File: src/rtl/drp_pkg.sv
`default_nettype none

package drp_pkg;

  // parse phase of the back end
  typedef enum logic [3:0] {
    PH_HEADER,
    PH_QNAME,
    PH_QPTR,
    PH_QFIXED,
    PH_ANAME,
    PH_APTR,
    PH_AFIXED,
    PH_RDATA,
    PH_ADDR,
    PH_DONE
  } phase_t;

  // result codes
  localparam logic [2:0] ST_FOUND = 3'd0;
  localparam logic [2:0] ST_SHORT = 3'd1;
  localparam logic [2:0] ST_BADID = 3'd2;
  localparam logic [2:0] ST_BADQ  = 3'd3;
  localparam logic [2:0] ST_NOANS = 3'd4;
  localparam logic [2:0] ST_NOV4  = 3'd5;
  localparam logic [2:0] ST_TRUNC = 3'd6;

  // header byte positions
  localparam logic [3:0] HDR_ID_END = 4'd1;
  localparam logic [3:0] HDR_QD_END = 4'd5;
  localparam logic [3:0] HDR_AN_END = 4'd7;
  localparam logic [3:0] HDR_END    = 4'd11;
  localparam logic [3:0] HDR_IDX_SAT = 4'd15;
  localparam int unsigned HDR_BYTES = 12;

  // name and record constants
  localparam logic [7:0]  PTR_MARK     = 8'hC0;
  localparam logic [3:0]  QFIXED_LEN   = 4'd4;
  localparam logic [3:0]  AF_TYPE_END  = 4'd1;
  localparam logic [3:0]  AF_LEN_END   = 4'd9;
  localparam logic [3:0]  ADDR_LEN     = 4'd4;
  localparam logic [15:0] TYPE_A       = 16'd1;
  localparam logic [15:0] A_DATA_LEN   = 16'd4;
  localparam logic [15:0] ONE_QUESTION = 16'd1;

  // classified byte passed from front to back
  typedef struct packed {
    logic [7:0] data;
    logic       last;
    logic       parse;
    logic [3:0] hidx;
    logic       short_pkt;
  } item_t;

endpackage

`default_nettype wire

File: src/rtl/dns_response_address_parser.sv
`default_nettype none

// Parses one DNS response fed as payload bytes, one byte per beat with tlast on the final
// byte, and gives one result beat per packet: a status code and the address of the first
// type-1 answer record. The header id is checked against the expected_id register (write
// cfg_we/cfg_wdata only between packets). A byte is taken every cycle while the queue has
// room; the front end tags each byte with its packet position, a two-entry queue decouples
// it from the back end, which advances the parse state by one byte per cycle. The result
// is registered when the back end takes the last byte from the queue, and the back end
// stalls only when a new result finds the output register still full. Bytes at
// MAX_PACKET_BYTES and beyond are not parsed but their tlast still closes the packet.
module dns_response_address_parser
  import drp_pkg::*;
#(
  parameter int MAX_PACKET_BYTES = 512
) (
  input  wire logic        clk,
  input  wire logic        rst,
  input  wire logic        cfg_we,
  input  wire logic [15:0] cfg_wdata,
  input  wire logic        s_tvalid,
  output logic             s_tready,
  input  wire logic [7:0]  s_tdata,   // [7:0] payload_byte
  input  wire logic        s_tlast,   // is_last
  output logic             m_tvalid,
  input  wire logic        m_tready,
  output logic [39:0]      m_tdata    // [2:0] status, [34:3] address, [39:35] zero
);

  item_t       front_item;
  item_t       head_item;
  logic        q_not_full;
  logic        q_not_empty;
  logic        q_pop;
  logic [2:0]  res_status;
  logic [31:0] res_address;

  assign s_tready = q_not_full;
  assign m_tdata  = {5'd0, res_address, res_status};

  // byte classification
  drp_front #(
    .MAX_PACKET_BYTES(MAX_PACKET_BYTES)
  ) u_front (
    .clk      (clk),
    .rst      (rst),
    .in_valid (s_tvalid),
    .in_ready (q_not_full),
    .in_data  (s_tdata),
    .in_last  (s_tlast),
    .item     (front_item)
  );

  // queue between front and back
  drp_fifo u_fifo (
    .clk       (clk),
    .rst       (rst),
    .push      (s_tvalid),
    .push_item (front_item),
    .not_full  (q_not_full),
    .pop       (q_pop),
    .not_empty (q_not_empty),
    .head      (head_item)
  );

  // parser and result register
  drp_back u_back (
    .clk         (clk),
    .rst         (rst),
    .cfg_we      (cfg_we),
    .cfg_wdata   (cfg_wdata),
    .item_valid  (q_not_empty),
    .item        (head_item),
    .item_pop    (q_pop),
    .out_valid   (m_tvalid),
    .out_ready   (m_tready),
    .out_status  (res_status),
    .out_address (res_address)
  );

endmodule

`default_nettype wire

File: src/rtl/drp_front.sv
`default_nettype none

module drp_front
  import drp_pkg::*;
#(
  parameter int MAX_PACKET_BYTES = 512
) (
  input  wire logic  clk,
  input  wire logic  rst,
  input  wire logic  in_valid,
  input  wire logic  in_ready,
  input  wire logic  [7:0] in_data,
  input  wire logic  in_last,
  output item_t      item
);

  localparam int CW = $clog2(MAX_PACKET_BYTES + 1);
  localparam logic [CW-1:0] MAX_CNT   = CW'(MAX_PACKET_BYTES);
  localparam logic [CW-1:0] SHORT_CNT = CW'(HDR_BYTES);
  localparam logic [CW-1:0] SAT_CNT   = CW'(HDR_IDX_SAT);

  logic [CW-1:0] byte_count;
  logic [CW-1:0] byte_count_next;
  logic          beat;
  logic          parse;

  assign beat  = in_valid && in_ready;
  assign parse = byte_count < MAX_CNT;

  // tag the byte with its position class
  always_comb begin
    item.data      = in_data;
    item.last      = in_last;
    item.parse     = parse;
    item.hidx      = (byte_count < SAT_CNT) ? byte_count[3:0] : HDR_IDX_SAT;
    item.short_pkt = byte_count < SHORT_CNT;
  end

  // byte position within the packet, saturating at the parse limit
  always_comb begin
    byte_count_next = byte_count;
    if (beat) begin
      if (in_last) begin
        byte_count_next = '0;
      end else if (parse) begin
        byte_count_next = byte_count + CW'(1);
      end
    end
  end

  always_ff @(posedge clk) begin
    if (rst) begin
      byte_count <= '0;
    end else begin
      byte_count <= byte_count_next;
    end
  end

endmodule

`default_nettype wire

File: src/rtl/drp_fifo.sv
`default_nettype none

module drp_fifo
  import drp_pkg::*;
(
  input  wire logic  clk,
  input  wire logic  rst,
  input  wire logic  push,
  input  item_t      push_item,
  output logic       not_full,
  input  wire logic  pop,
  output logic       not_empty,
  output item_t      head
);

  item_t      slot [2];
  logic       wr_ptr;
  logic       rd_ptr;
  logic [1:0] fill;

  assign not_full  = fill != 2'd2;
  assign not_empty = fill != 2'd0;
  assign head      = slot[rd_ptr];

  // storage
  always_ff @(posedge clk) begin
    if (push && not_full) begin
      slot[wr_ptr] <= push_item;
    end
  end

  // pointers and fill level
  always_ff @(posedge clk) begin
    if (rst) begin
      wr_ptr <= 1'b0;
      rd_ptr <= 1'b0;
      fill   <= 2'd0;
    end else begin
      if (push && not_full) begin
        wr_ptr <= ~wr_ptr;
      end
      if (pop && not_empty) begin
        rd_ptr <= ~rd_ptr;
      end
      fill <= fill + 2'(push && not_full) - 2'(pop && not_empty);
    end
  end

  a_fill_range: assert property (@(posedge clk) disable iff (rst) fill != 2'd3)
    else $error("queue fill out of range");
  a_pop_nonempty: assert property (@(posedge clk) disable iff (rst)
      (fill == 2'd0) |-> !not_empty)
    else $error("queue reports data while empty");
  a_full_hold: assert property (@(posedge clk) disable iff (rst)
      (fill == 2'd2 && !pop) |=> fill == 2'd2)
    else $error("queue lost an entry while full");

endmodule

`default_nettype wire

File: src/rtl/drp_back.sv
`default_nettype none

module drp_back
  import drp_pkg::*;
(
  input  wire logic  clk,
  input  wire logic  rst,
  input  wire logic  cfg_we,
  input  wire logic  [15:0] cfg_wdata,
  input  wire logic  item_valid,
  input  item_t      item,
  output logic       item_pop,
  output logic       out_valid,
  input  wire logic  out_ready,
  output logic [2:0] out_status,
  output logic [31:0] out_address
);

  logic [15:0] expected_id;

  phase_t      phase, phase_next;
  logic [3:0]  field_offset, field_offset_next;
  logic [15:0] field_shift, field_shift_next;
  logic [5:0]  label_left, label_left_next;
  logic [15:0] answers_total, answers_total_next;
  logic [15:0] answers_seen, answers_seen_next;
  logic [15:0] record_type, record_type_next;
  logic [31:0] address_accum, address_accum_next;
  logic [2:0]  outcome, outcome_next;

  logic [15:0] shift_in;
  logic [15:0] shift_dec;
  logic [15:0] seen_inc;
  logic [3:0]  offset_inc;
  logic        name_q;
  logic [2:0]  status_next;
  logic        finish_pkt;

  assign shift_in   = {field_shift[7:0], item.data};
  assign shift_dec  = field_shift - 16'd1;
  assign seen_inc   = answers_seen + 16'd1;
  assign offset_inc = field_offset + 4'd1;
  assign name_q     = phase == PH_QNAME;

  // a last byte needs the result register free, others go straight through
  assign item_pop   = item_valid && (!item.last || !out_valid || out_ready);
  assign finish_pkt = item_pop && item.last;

  // configuration register
  always_ff @(posedge clk) begin
    if (rst) begin
      expected_id <= '0;
    end else if (cfg_we) begin
      expected_id <= cfg_wdata;
    end
  end

  // parse step for one byte
  always_comb begin
    phase_next         = phase;
    field_offset_next  = field_offset;
    field_shift_next   = field_shift;
    label_left_next    = label_left;
    answers_total_next = answers_total;
    answers_seen_next  = answers_seen;
    record_type_next   = record_type;
    address_accum_next = address_accum;
    outcome_next       = outcome;
    if (item.parse) begin
      unique case (phase)
        PH_HEADER: begin
          field_shift_next = shift_in;
          priority if (item.hidx == HDR_ID_END && shift_in != expected_id) begin
            outcome_next = ST_BADID;
            phase_next   = PH_DONE;
          end else if (item.hidx == HDR_QD_END && shift_in != ONE_QUESTION) begin
            outcome_next = ST_BADQ;
            phase_next   = PH_DONE;
          end else if (item.hidx == HDR_AN_END) begin
            answers_total_next = shift_in;
            if (shift_in == 16'd0) begin
              outcome_next = ST_NOANS;
              phase_next   = PH_DONE;
            end
          end else if (item.hidx == HDR_END) begin
            phase_next      = PH_QNAME;
            label_left_next = '0;
          end else begin
            phase_next = phase;
          end
        end
        PH_QNAME, PH_ANAME: begin
          priority if (label_left != 6'd0) begin
            label_left_next = label_left - 6'd1;
          end else if (item.data == 8'd0) begin
            phase_next        = name_q ? PH_QFIXED : PH_AFIXED;
            field_offset_next = '0;
            field_shift_next  = '0;
          end else if ((item.data & PTR_MARK) == PTR_MARK) begin
            phase_next = name_q ? PH_QPTR : PH_APTR;
          end else begin
            label_left_next = item.data[5:0];
          end
        end
        PH_QPTR, PH_APTR: begin
          phase_next        = (phase == PH_QPTR) ? PH_QFIXED : PH_AFIXED;
          field_offset_next = '0;
          field_shift_next  = '0;
        end
        PH_QFIXED: begin
          field_offset_next = offset_inc;
          if (offset_inc >= QFIXED_LEN) begin
            phase_next        = PH_ANAME;
            answers_seen_next = '0;
            label_left_next   = '0;
          end
        end
        PH_AFIXED: begin
          field_shift_next = shift_in;
          if (field_offset == AF_TYPE_END) begin
            record_type_next = shift_in;
          end
          if (field_offset == AF_LEN_END) begin
            field_offset_next = '0;
            priority if (record_type == TYPE_A) begin
              if (shift_in == A_DATA_LEN) begin
                phase_next         = PH_ADDR;
                address_accum_next = '0;
              end else begin
                outcome_next = ST_NOV4;
                phase_next   = PH_DONE;
              end
            end else if (shift_in == 16'd0) begin
              answers_seen_next = seen_inc;
              if (seen_inc >= answers_total) begin
                outcome_next = ST_NOV4;
                phase_next   = PH_DONE;
              end else begin
                phase_next      = PH_ANAME;
                label_left_next = '0;
              end
            end else begin
              phase_next = PH_RDATA;
            end
          end else begin
            field_offset_next = offset_inc;
          end
        end
        PH_RDATA: begin
          field_shift_next = shift_dec;
          if (shift_dec == 16'd0) begin
            answers_seen_next = seen_inc;
            if (seen_inc >= answers_total) begin
              outcome_next = ST_NOV4;
              phase_next   = PH_DONE;
            end else begin
              phase_next      = PH_ANAME;
              label_left_next = '0;
            end
          end
        end
        PH_ADDR: begin
          unique case (field_offset[1:0])
            2'd0: address_accum_next[7:0]   = address_accum[7:0]   | item.data;
            2'd1: address_accum_next[15:8]  = address_accum[15:8]  | item.data;
            2'd2: address_accum_next[23:16] = address_accum[23:16] | item.data;
            2'd3: address_accum_next[31:24] = address_accum[31:24] | item.data;
            default: address_accum_next = address_accum;
          endcase
          field_offset_next = offset_inc;
          if (offset_inc >= ADDR_LEN) begin
            outcome_next = ST_FOUND;
            phase_next   = PH_DONE;
          end
        end
        PH_DONE: begin
          phase_next = PH_DONE;
        end
        default: begin
          phase_next = phase;
        end
      endcase
    end
  end

  // result of the packet on its last byte
  always_comb begin
    status_next = item.short_pkt ? ST_SHORT : outcome_next;
  end

  // parse state, cleared after every result
  always_ff @(posedge clk) begin
    if (rst || finish_pkt) begin
      phase         <= PH_HEADER;
      field_offset  <= '0;
      field_shift   <= '0;
      label_left    <= '0;
      answers_total <= '0;
      answers_seen  <= '0;
      record_type   <= '0;
      address_accum <= '0;
      outcome       <= ST_TRUNC;
    end else if (item_pop) begin
      phase         <= phase_next;
      field_offset  <= field_offset_next;
      field_shift   <= field_shift_next;
      label_left    <= label_left_next;
      answers_total <= answers_total_next;
      answers_seen  <= answers_seen_next;
      record_type   <= record_type_next;
      address_accum <= address_accum_next;
      outcome       <= outcome_next;
    end
  end

  // result register
  always_ff @(posedge clk) begin
    if (rst) begin
      out_valid <= 1'b0;
    end else if (finish_pkt) begin
      out_valid <= 1'b1;
    end else if (out_ready) begin
      out_valid <= 1'b0;
    end
  end

  always_ff @(posedge clk) begin
    if (finish_pkt) begin
      out_status  <= status_next;
      out_address <= (status_next == ST_FOUND) ? address_accum_next : 32'd0;
    end
  end

  a_clear_after_last: assert property (@(posedge clk) disable iff (rst)
      finish_pkt |=> (phase == PH_HEADER && outcome == ST_TRUNC))
    else $error("parse state not cleared after a result");
  a_addr_only_found: assert property (@(posedge clk) disable iff (rst)
      (out_valid && out_status != ST_FOUND) |-> out_address == 32'd0)
    else $error("address given without a found status");
  a_no_overwrite: assert property (@(posedge clk) disable iff (rst)
      (out_valid && !out_ready) |-> !finish_pkt)
    else $error("result overwritten while stalled");
  a_label_in_name: assert property (@(posedge clk) disable iff (rst)
      (label_left != 6'd0) |-> (phase == PH_QNAME || phase == PH_ANAME))
    else $error("label count live outside a name");

endmodule

`default_nettype wire
File: config.mk
export PLATFORM = sky130hd
export DESIGN_NAME = dns_response_address_parser
export DESIGN_NICKNAME = d
export VERILOG_FILES = /design/src/rtl/drp_pkg.sv /design/src/rtl/dns_response_address_parser.sv /design/src/rtl/drp_front.sv /design/src/rtl/drp_fifo.sv /design/src/rtl/drp_back.sv
export SDC_FILE = /design/constraint.sdc
export NUM_CORES = 1
export LEC_CHECK = 0
export BUFFER_PORTS_ARGS = -buffer_cell sky130_fd_sc_hd__buf_2
export CAP_MARGIN = 20
export CELL_PAD_IN_SITES_DETAIL_PLACEMENT = 1
export CELL_PAD_IN_SITES_GLOBAL_PLACEMENT = 1
export CORE_UTILIZATION = 47
export CTS_CLUSTER_SIZE = 10
export DETAILED_ROUTE_END_ITERATION = 7
export GPL_ROUTABILITY_DRIVEN = 1
export GPL_TIMING_DRIVEN = 0
export PLACE_DENSITY = 0.8
export SETUP_SLACK_MARGIN = 0.02
export SLEW_MARGIN = 20
export SYNTH_ARGS = -nofsm -noshare
export SYNTH_HDL_FRONTEND = slang
export SYNTH_SLANG_ARGS = --single-unit
File: constraint.sdc
create_clock -name clk -period 4.8 [get_ports clk]
set_clock_uncertainty 0.15 [all_clocks]
set_input_delay 0.48 -clock clk [delete_from_list [all_inputs] [get_ports clk]]
set_output_delay 0.48 -clock clk [all_outputs]
set_load 0.1 [all_outputs]
# After elaboration in Yosys (flattened, before gate mapping)

Memory sizes are Yosys's and may differ from the RTL's. A register that Yosys moved wholly into a read port is not among the register bits.
Cells that the tools add are included.

$add $sub $neg: 7
Magnitude comparators: 5
Eq/ne operators: 41
Mux-type cells: 79
Bitwise logic cells: 8
Reduce and logical (&&, ||, !) cells: 38

Operators with widths:

| kind                    | count |
|---|---|
| $mux W32                | 4 |
| $mux W16                | 7 |
| $mux W6                 | 13 |
| $mux W4                 | 19 |
| $pmux W16 S4            | 1 |
| $pmux W32 S2            | 1 |
| $mux W3                 | 16 |
| $pmux W16 S3            | 1 |
| $logic_not A16 Y1       | 2 |
| $mux W8                 | 4 |
| $or A8 B8 Y8            | 4 |
| $pmux W4 S8             | 1 |
| $pmux W6 S5             | 1 |
| $eq A4 B3 Y1 const B    | 6 |
| $lt A10 B4 Y1 const B   | 2 |
| $mux W10                | 2 |
| $add A16 B1 Y16 const B | 1 |
| $eq A16 B1 Y1 const B   | 1 |
| $eq A16 B3 Y1 const B   | 1 |
| $eq A4 B4 Y1 const B    | 4 |
| $ge A16 B16 Y1          | 1 |
| $ne A16 B1 Y1 const B   | 1 |
| $ne A16 B16 Y1          | 1 |
| $pmux W4 S4             | 1 |
| 42 further kinds        | 83 |

Register bits after elaboration: 179
Bits in writable memories: 30
Input bits: 30
Output and inout port bits: 42
Word-level logic and storage cells: 196
Memories: 1

Memory list:

| name        | words | width | read ports | clocked after Yosys merged registers in | write ports | RTL line       | RTL |
|---|---|---|---|---|---|---|---|
| u_fifo.slot | 2     | 15    | 1          | 1                                       | 1           | drp_fifo.sv:16 | `item_t slot [2];` |

# Logic depth before layout (Yosys ltp)

Word-level depth: 10
Mapped depth: 17
Gate-level depth less buffers: 15

# By module

A second synthesis with hierarchy kept.

Cells, all modules: 1236
Area, all modules: 10892.9 um2

Modules (own cells, without submodules):

| module                      | times used | cells each | area an instance (um2) | seq. area each (um2) |
|---|---|---|---|---|
| drp_back                    | 1          | 1087       | 8897.3                 | 3653.5 |
| drp_fifo                    | 1          | 71         | 1367.6                 | 1001.0 |
| drp_front                   | 1          | 72         | 586.8                  | 200.2 |
| dns_response_address_parser | 1          | 6          | 41.3                   | 0.0 |

# Worst setup path after synthesis

No wires, ideal clock.

Path kind: reg-to-reg
Start point: register u_back.answers_seen[2]
End point: register u_back.out_address[22] (data pin)
Library setup time: 0.271 ns
Arrival: 3.653 ns
Required time: 4.379 ns
Slack: 0.725 ns
Cell stages (with the launch flop): 18
Buffers on the path: 2
Clock period less this slack: 4.075 ns
Path through: dfxtp_1 > nand4_1 > nor3_1 > and3_1 > and3_1 > nand3_1 > xnor2_1 > ha_1 > nand2_1 > nor4_1 > a31oi_1 > and2_1 > clkbuf_1 > o31ai_1 > o41ai_1 > o211ai_1 > buf_2 > nor4_1

Longest elaborated chain between the ends: 10
Elaborated cells between the ends (all ways): 11
Those cells by class: add/sub: 1; order compare: 1; mux: 8; reduce/logical: 1

Ends and longest elaborated chain:

| element                | RTL line                         | RTL |
|---|---|---|
| from (decl)            | drp_back.sv:26                   | `logic [15:0] answers_seen, answers_seen_next;` |
| from (signal assigned) | drp_back.sv:209                  | `answers_seen <= answers_seen_next;` |
| $add A16 B1 Y16 *      | drp_back.sv:41                   | `assign seen_inc = answers_seen + 16'd1;` |
| $ge A16 B16 Y1 *       | drp_back.sv:135, drp_back.sv:153 |  |
| $mux W3 *              | drp_back.sv:135, drp_back.sv:153 |  |
| $mux W3                | drp_back.sv:133                  | `end else if (shift_in == 16'd0) begin` |
| $mux W3                | drp_back.sv:125                  | `priority if (record_type == TYPE_A) begin` |
| $mux W3                | drp_back.sv:123                  | `if (field_offset == AF_LEN_END) begin` |
| $pmux W3 S4 *          | drp_back.sv:70                   | `unique case (phase)` |
| $mux W3 *              | drp_back.sv:69                   | `if (item.parse) begin` |
| $mux W3 *              | drp_back.sv:188                  | `status_next = item.short_pkt ? ST_SHORT : outcome_next;` |
| $logic_not A3 Y1 *     | drp_back.sv:230                  | `out_address <= (status_next == ST_FOUND) ? address_accum_next : 32'd0;` |
| to (signal assigned)   | drp_back.sv:230                  |  |
| to (decl)              | drp_back.sv:16                   | `output logic [31:0] out_address` |

Every way passes the cells marked *; elsewhere a longest branch is shown, timed or not.
A chain may end at the register's enable or synchronous reset.

# Worst setup path after layout

Start point: register u_back.field_shift[0]
End point: register u_back.out_address[14] (data pin)

Longest elaborated chain between the ends: 9
Elaborated cells between the ends (all ways): 26
Those cells by class: add/sub: 1; eq/ne: 3; mux: 17; reduce/logical: 5

Ends and longest elaborated chain:

| element                                                 | RTL line        | RTL |
|---|---|---|
| from (decl)                                             | drp_back.sv:23  | `logic [15:0] field_shift, field_shift_next;` |
| from (signal assigned)                                  | drp_back.sv:206 | `field_shift <= field_shift_next;` |
| branches (longest 9 deep; another with $sub A16 B1 Y16) | -               |  |

Parallel ways; which one is timed is not known.

==> results_dict.tcl <==
set metrics [dict create \
    outcome "complete, no violations" \
    worst_pin_slew_ns 1.117 \
    ant_nets 0 \
    tns_ns 0 \
    die_y_um 151.0 \
    grt.overflow.total 0 \
    clockBufferDepth 3 \
    dieWidth_um 151.0 \
    dieArea_mm2 0.02279 \
    synth_edf_count 65 \
    clock_sinks 210 \
    r2r-end "u_back.out_address[14]$_SDFFCE_PP0P_" \
    rsz0062_at_grt "true" \
    report.final.setup_viol 0 \
    place_area_mm2 0.01114 \
    synth.distinct_cells 73 \
    final_common_cell "nor2_1" \
    crit_type "reg2reg" \
    p_leak_nw 4.384 \
    worst-path-buf-inv 4 \
    startpoint_type "flop" \
    crit_path_start "u_back.field_shift[0]$_SDFFE_PP0P_" \
    routabilityCongestion 0.8971 \
    area_growth_pct 16.19 \
    cp.depth 13 \
    timing.fmax_mhz 216.2 \
    dpl_worst_slack_ns -0.7171 \
    wl_mm 30.82 \
    clockRootBuffer "clkbuf_16" \
    hold_violations 0 \
    ys_ff_latch 210 \
    drt_iter0_markers 544 \
    grt_pass1_vias 9061 \
    reg2regPathDepth 13 \
    path_cells "buf_6, inv_1, ha_1, nor3b_1, nand2_1, o311a_1, a221oi_1, o31ai_4, o41ai_2, o211ai_1, buf_4, buf_2, nor4_2" \
    grt_pass1_wl_mm 48.00 \
    grtUsageTotal_pct 27.01 \
    cpPeakStageDelay_ns 0.68 \
    cts_buffers 25 \
    start_util_pct 47.93 \
    clk-insertion-delay-late_ns 0.52 \
    avgRoutedWirePerCell_um 19.98 \
    cap_viol_max_count 0 \
    period_share_pct 96.36 \
    netlist_instances 1138 \
    yosysWarnings 0 \
    crit_path_max_fanout 10 \
    routed_via_density 5.944 \
    relSlewSlack_pct 24.83 \
    n_fill_cell 2548 \
    synth_seq_area_share_pct 46.56 \
    grt_max_degree 32 \
    antennaDiodeCount 0 \
    ir_drop_uv 377.7 \
    layout_common_cells "160 x nor2_1, 143 x dfxtp_1, 108 x a21oi_1, 72 x buf_2, 65 x edfxtp_1" \
    worst_slack_ns 0.1748 \
    ys.flop_type "dfxtp_1" \
    cts_tree "yes" \
    p_per_area_mw_per_mm2 605.6 \
    syn_area_per_cell_um2 9.163 \
    route.vias.total 9166 \
    row_count 54 \
    cp-end-kind "flop" \
    clkTransAtPathRegs_ns 0.06 \
    hold_path.class "in2reg" \
    synth_async_sr_flop_share_pct 0 \
    drv_slew 0 \
    drive_gt1_share_pct 14.10 \
    numPortBuffers 64 \
    h-tree-depth 1 \
    worstSetupEndpoint "u_back.out_address[14]$_SDFFCE_PP0P_" \
    drcViolationCount 0 \
    post-route-min-period_ns 4.625 \
    timing.rr.start "u_back.field_shift[0]$_SDFFE_PP0P_" \
    dp_hpwl_mm 21.36 \
    worstPathRequired_ns 4.97 \
    ios 72 \
    final_cell_area_mm2 0.01212 \
    cpLargestDelayFamily "compound AO/OA/AOI/OAI gates" \
    cpMaxStageDelayCell "nor3b_1" \
    drt_pass1_iterations 5 \
    rrSetupSlack_ns 0.17 \
    num-nets-final 1306 \
    cp.arrival_ns 4.80 \
    antenna_found_initial 0 \
    netlist_area_mm2 0.01043 \
    core_area_mm2 0.02176 \
]
[cells in the mapped netlist (all sizes together) (22+ instances only)]
master  instances  area share (%)
nor4           51             3.2
xnor2          31             2.6
edfxtp         65              19
inv            37             1.3
ha             29             3.5
clkbuf         50             1.8
dfxtp         145              28
nor3           25             1.2
o21ai          28             1.3
mux2i          39             3.7
nor2          163             5.9
a22oi          22             1.6
a211oi         30             2.2
nand2          64             2.3
buf            26             1.4
a21oi         108             5.2
[cell families (layout without fill, tap and decap cells)]
logic type,after synthesis,count (layout),share of synthesized area (%)
adder cells (fa/ha/maj),30,30,3.576
XOR/XNOR,47,47,3.948
flip-flops,210,210,46.56
buffers and inverters,115,235,4.632
AO/OA/AOI/OAI,259,259,15.76
multiplexers,51,51,5.040
other,1,5,0.03596
AND/OR/NAND/NOR,425,425,20.46
[how the worst min path moves through the flow]
stage                                          start                                    end  slack, ns  cells after the start
6_report                                  s_tdata[4]           u_fifo.slot[1][11]$_DFFE_PP_       0.02                      1
5_1_grt                                   s_tdata[4]           u_fifo.slot[0][11]$_DFFE_PP_      0.006                      1
4_1_cts                                   s_tdata[4]           u_fifo.slot[1][11]$_DFFE_PP_     0.0007                      1
3_5_place_dp   u_back.answers_total[15]$_SDFFE_PP0P_  u_back.answers_total[15]$_SDFFE_PP0P_       0.30                      2
3_3_place_gp   u_back.answers_total[15]$_SDFFE_PP0P_  u_back.answers_total[15]$_SDFFE_PP0P_       0.29                      2
2_1_floorplan  u_back.answers_total[10]$_SDFFE_PP0P_  u_back.answers_total[10]$_SDFFE_PP0P_       0.29                      2
[power by group]
part | switching [mW] | internal, mW
Sequential | 0.139 | 2.09
Clock | 0.702 | 0.957
Combinational | 2.52 | 0.929
Total | 3.36 | 3.97
[registers in the layout (all words and copies together) (netlist names), 2 cells and up, named ones only]
register and flops:
u_back.address_accum 32, u_back.out_address 32, u_fifo.slot 30, u_back.answers_seen 16, u_back.answers_total 16, u_back.expected_id 16
u_back.field_shift 16, u_back.record_type 16, u_front.byte_count 10, u_back.label_left 6, u_back.field_offset 4, u_back.phase 4
u_back.out_status 3, u_back.outcome 3, u_fifo.fill 2
[cell type report]
class	count	area [um2]	share of cell area [%]
plain buffers	75	336.6	2.778
clock buffers	39	678.2	5.597
clock inverters	3	11.26	0.09295
inverters	39	146.4	1.208
multi-input cells	817	5273	43.52
flip-flops and latches	210	4857	40.09
well taps	280	350.3	2.892
repair buffers	79	462.9	3.821
[routing by layer]
metal / part of all wire (%) / vias to the layer above / global-route usage (%)
li1: - / 4350 / -
met1: 44 / 4496 / 34.24
met2: 49 / 253 / 47.48
met3: 4.2 / 67 / 3.313
met4: 3.2 / 0 / 8.750
met5: 0 / - / 0
[metrics by stage]
step	std cells	total power [mW]	hold WS (ns)	utilization, %
6_report	1542	7.337	0.02411	55.69
5_1_grt	1542	7.680	0.005660	55.69
4_1_cts	1539	7.283	0.0007168	55.22
3_5_place_dp	1487	5.558	0.2982	51.22
3_3_place_gp	1486	5.468	0.2946	51.08
2_1_floorplan	1142	4.674	0.2863	-
[what timing repair did]
action                     4_1_cts  5_1_grt
hold buffers                     7        0
cloned                           0        0
buffers inserted                 4        3
hold endpoints to repair        13        0
setup endpoints to repair       36       33
pin swaps                        3        5
resized for setup               17       16
(Power assumes the default switching activity.)
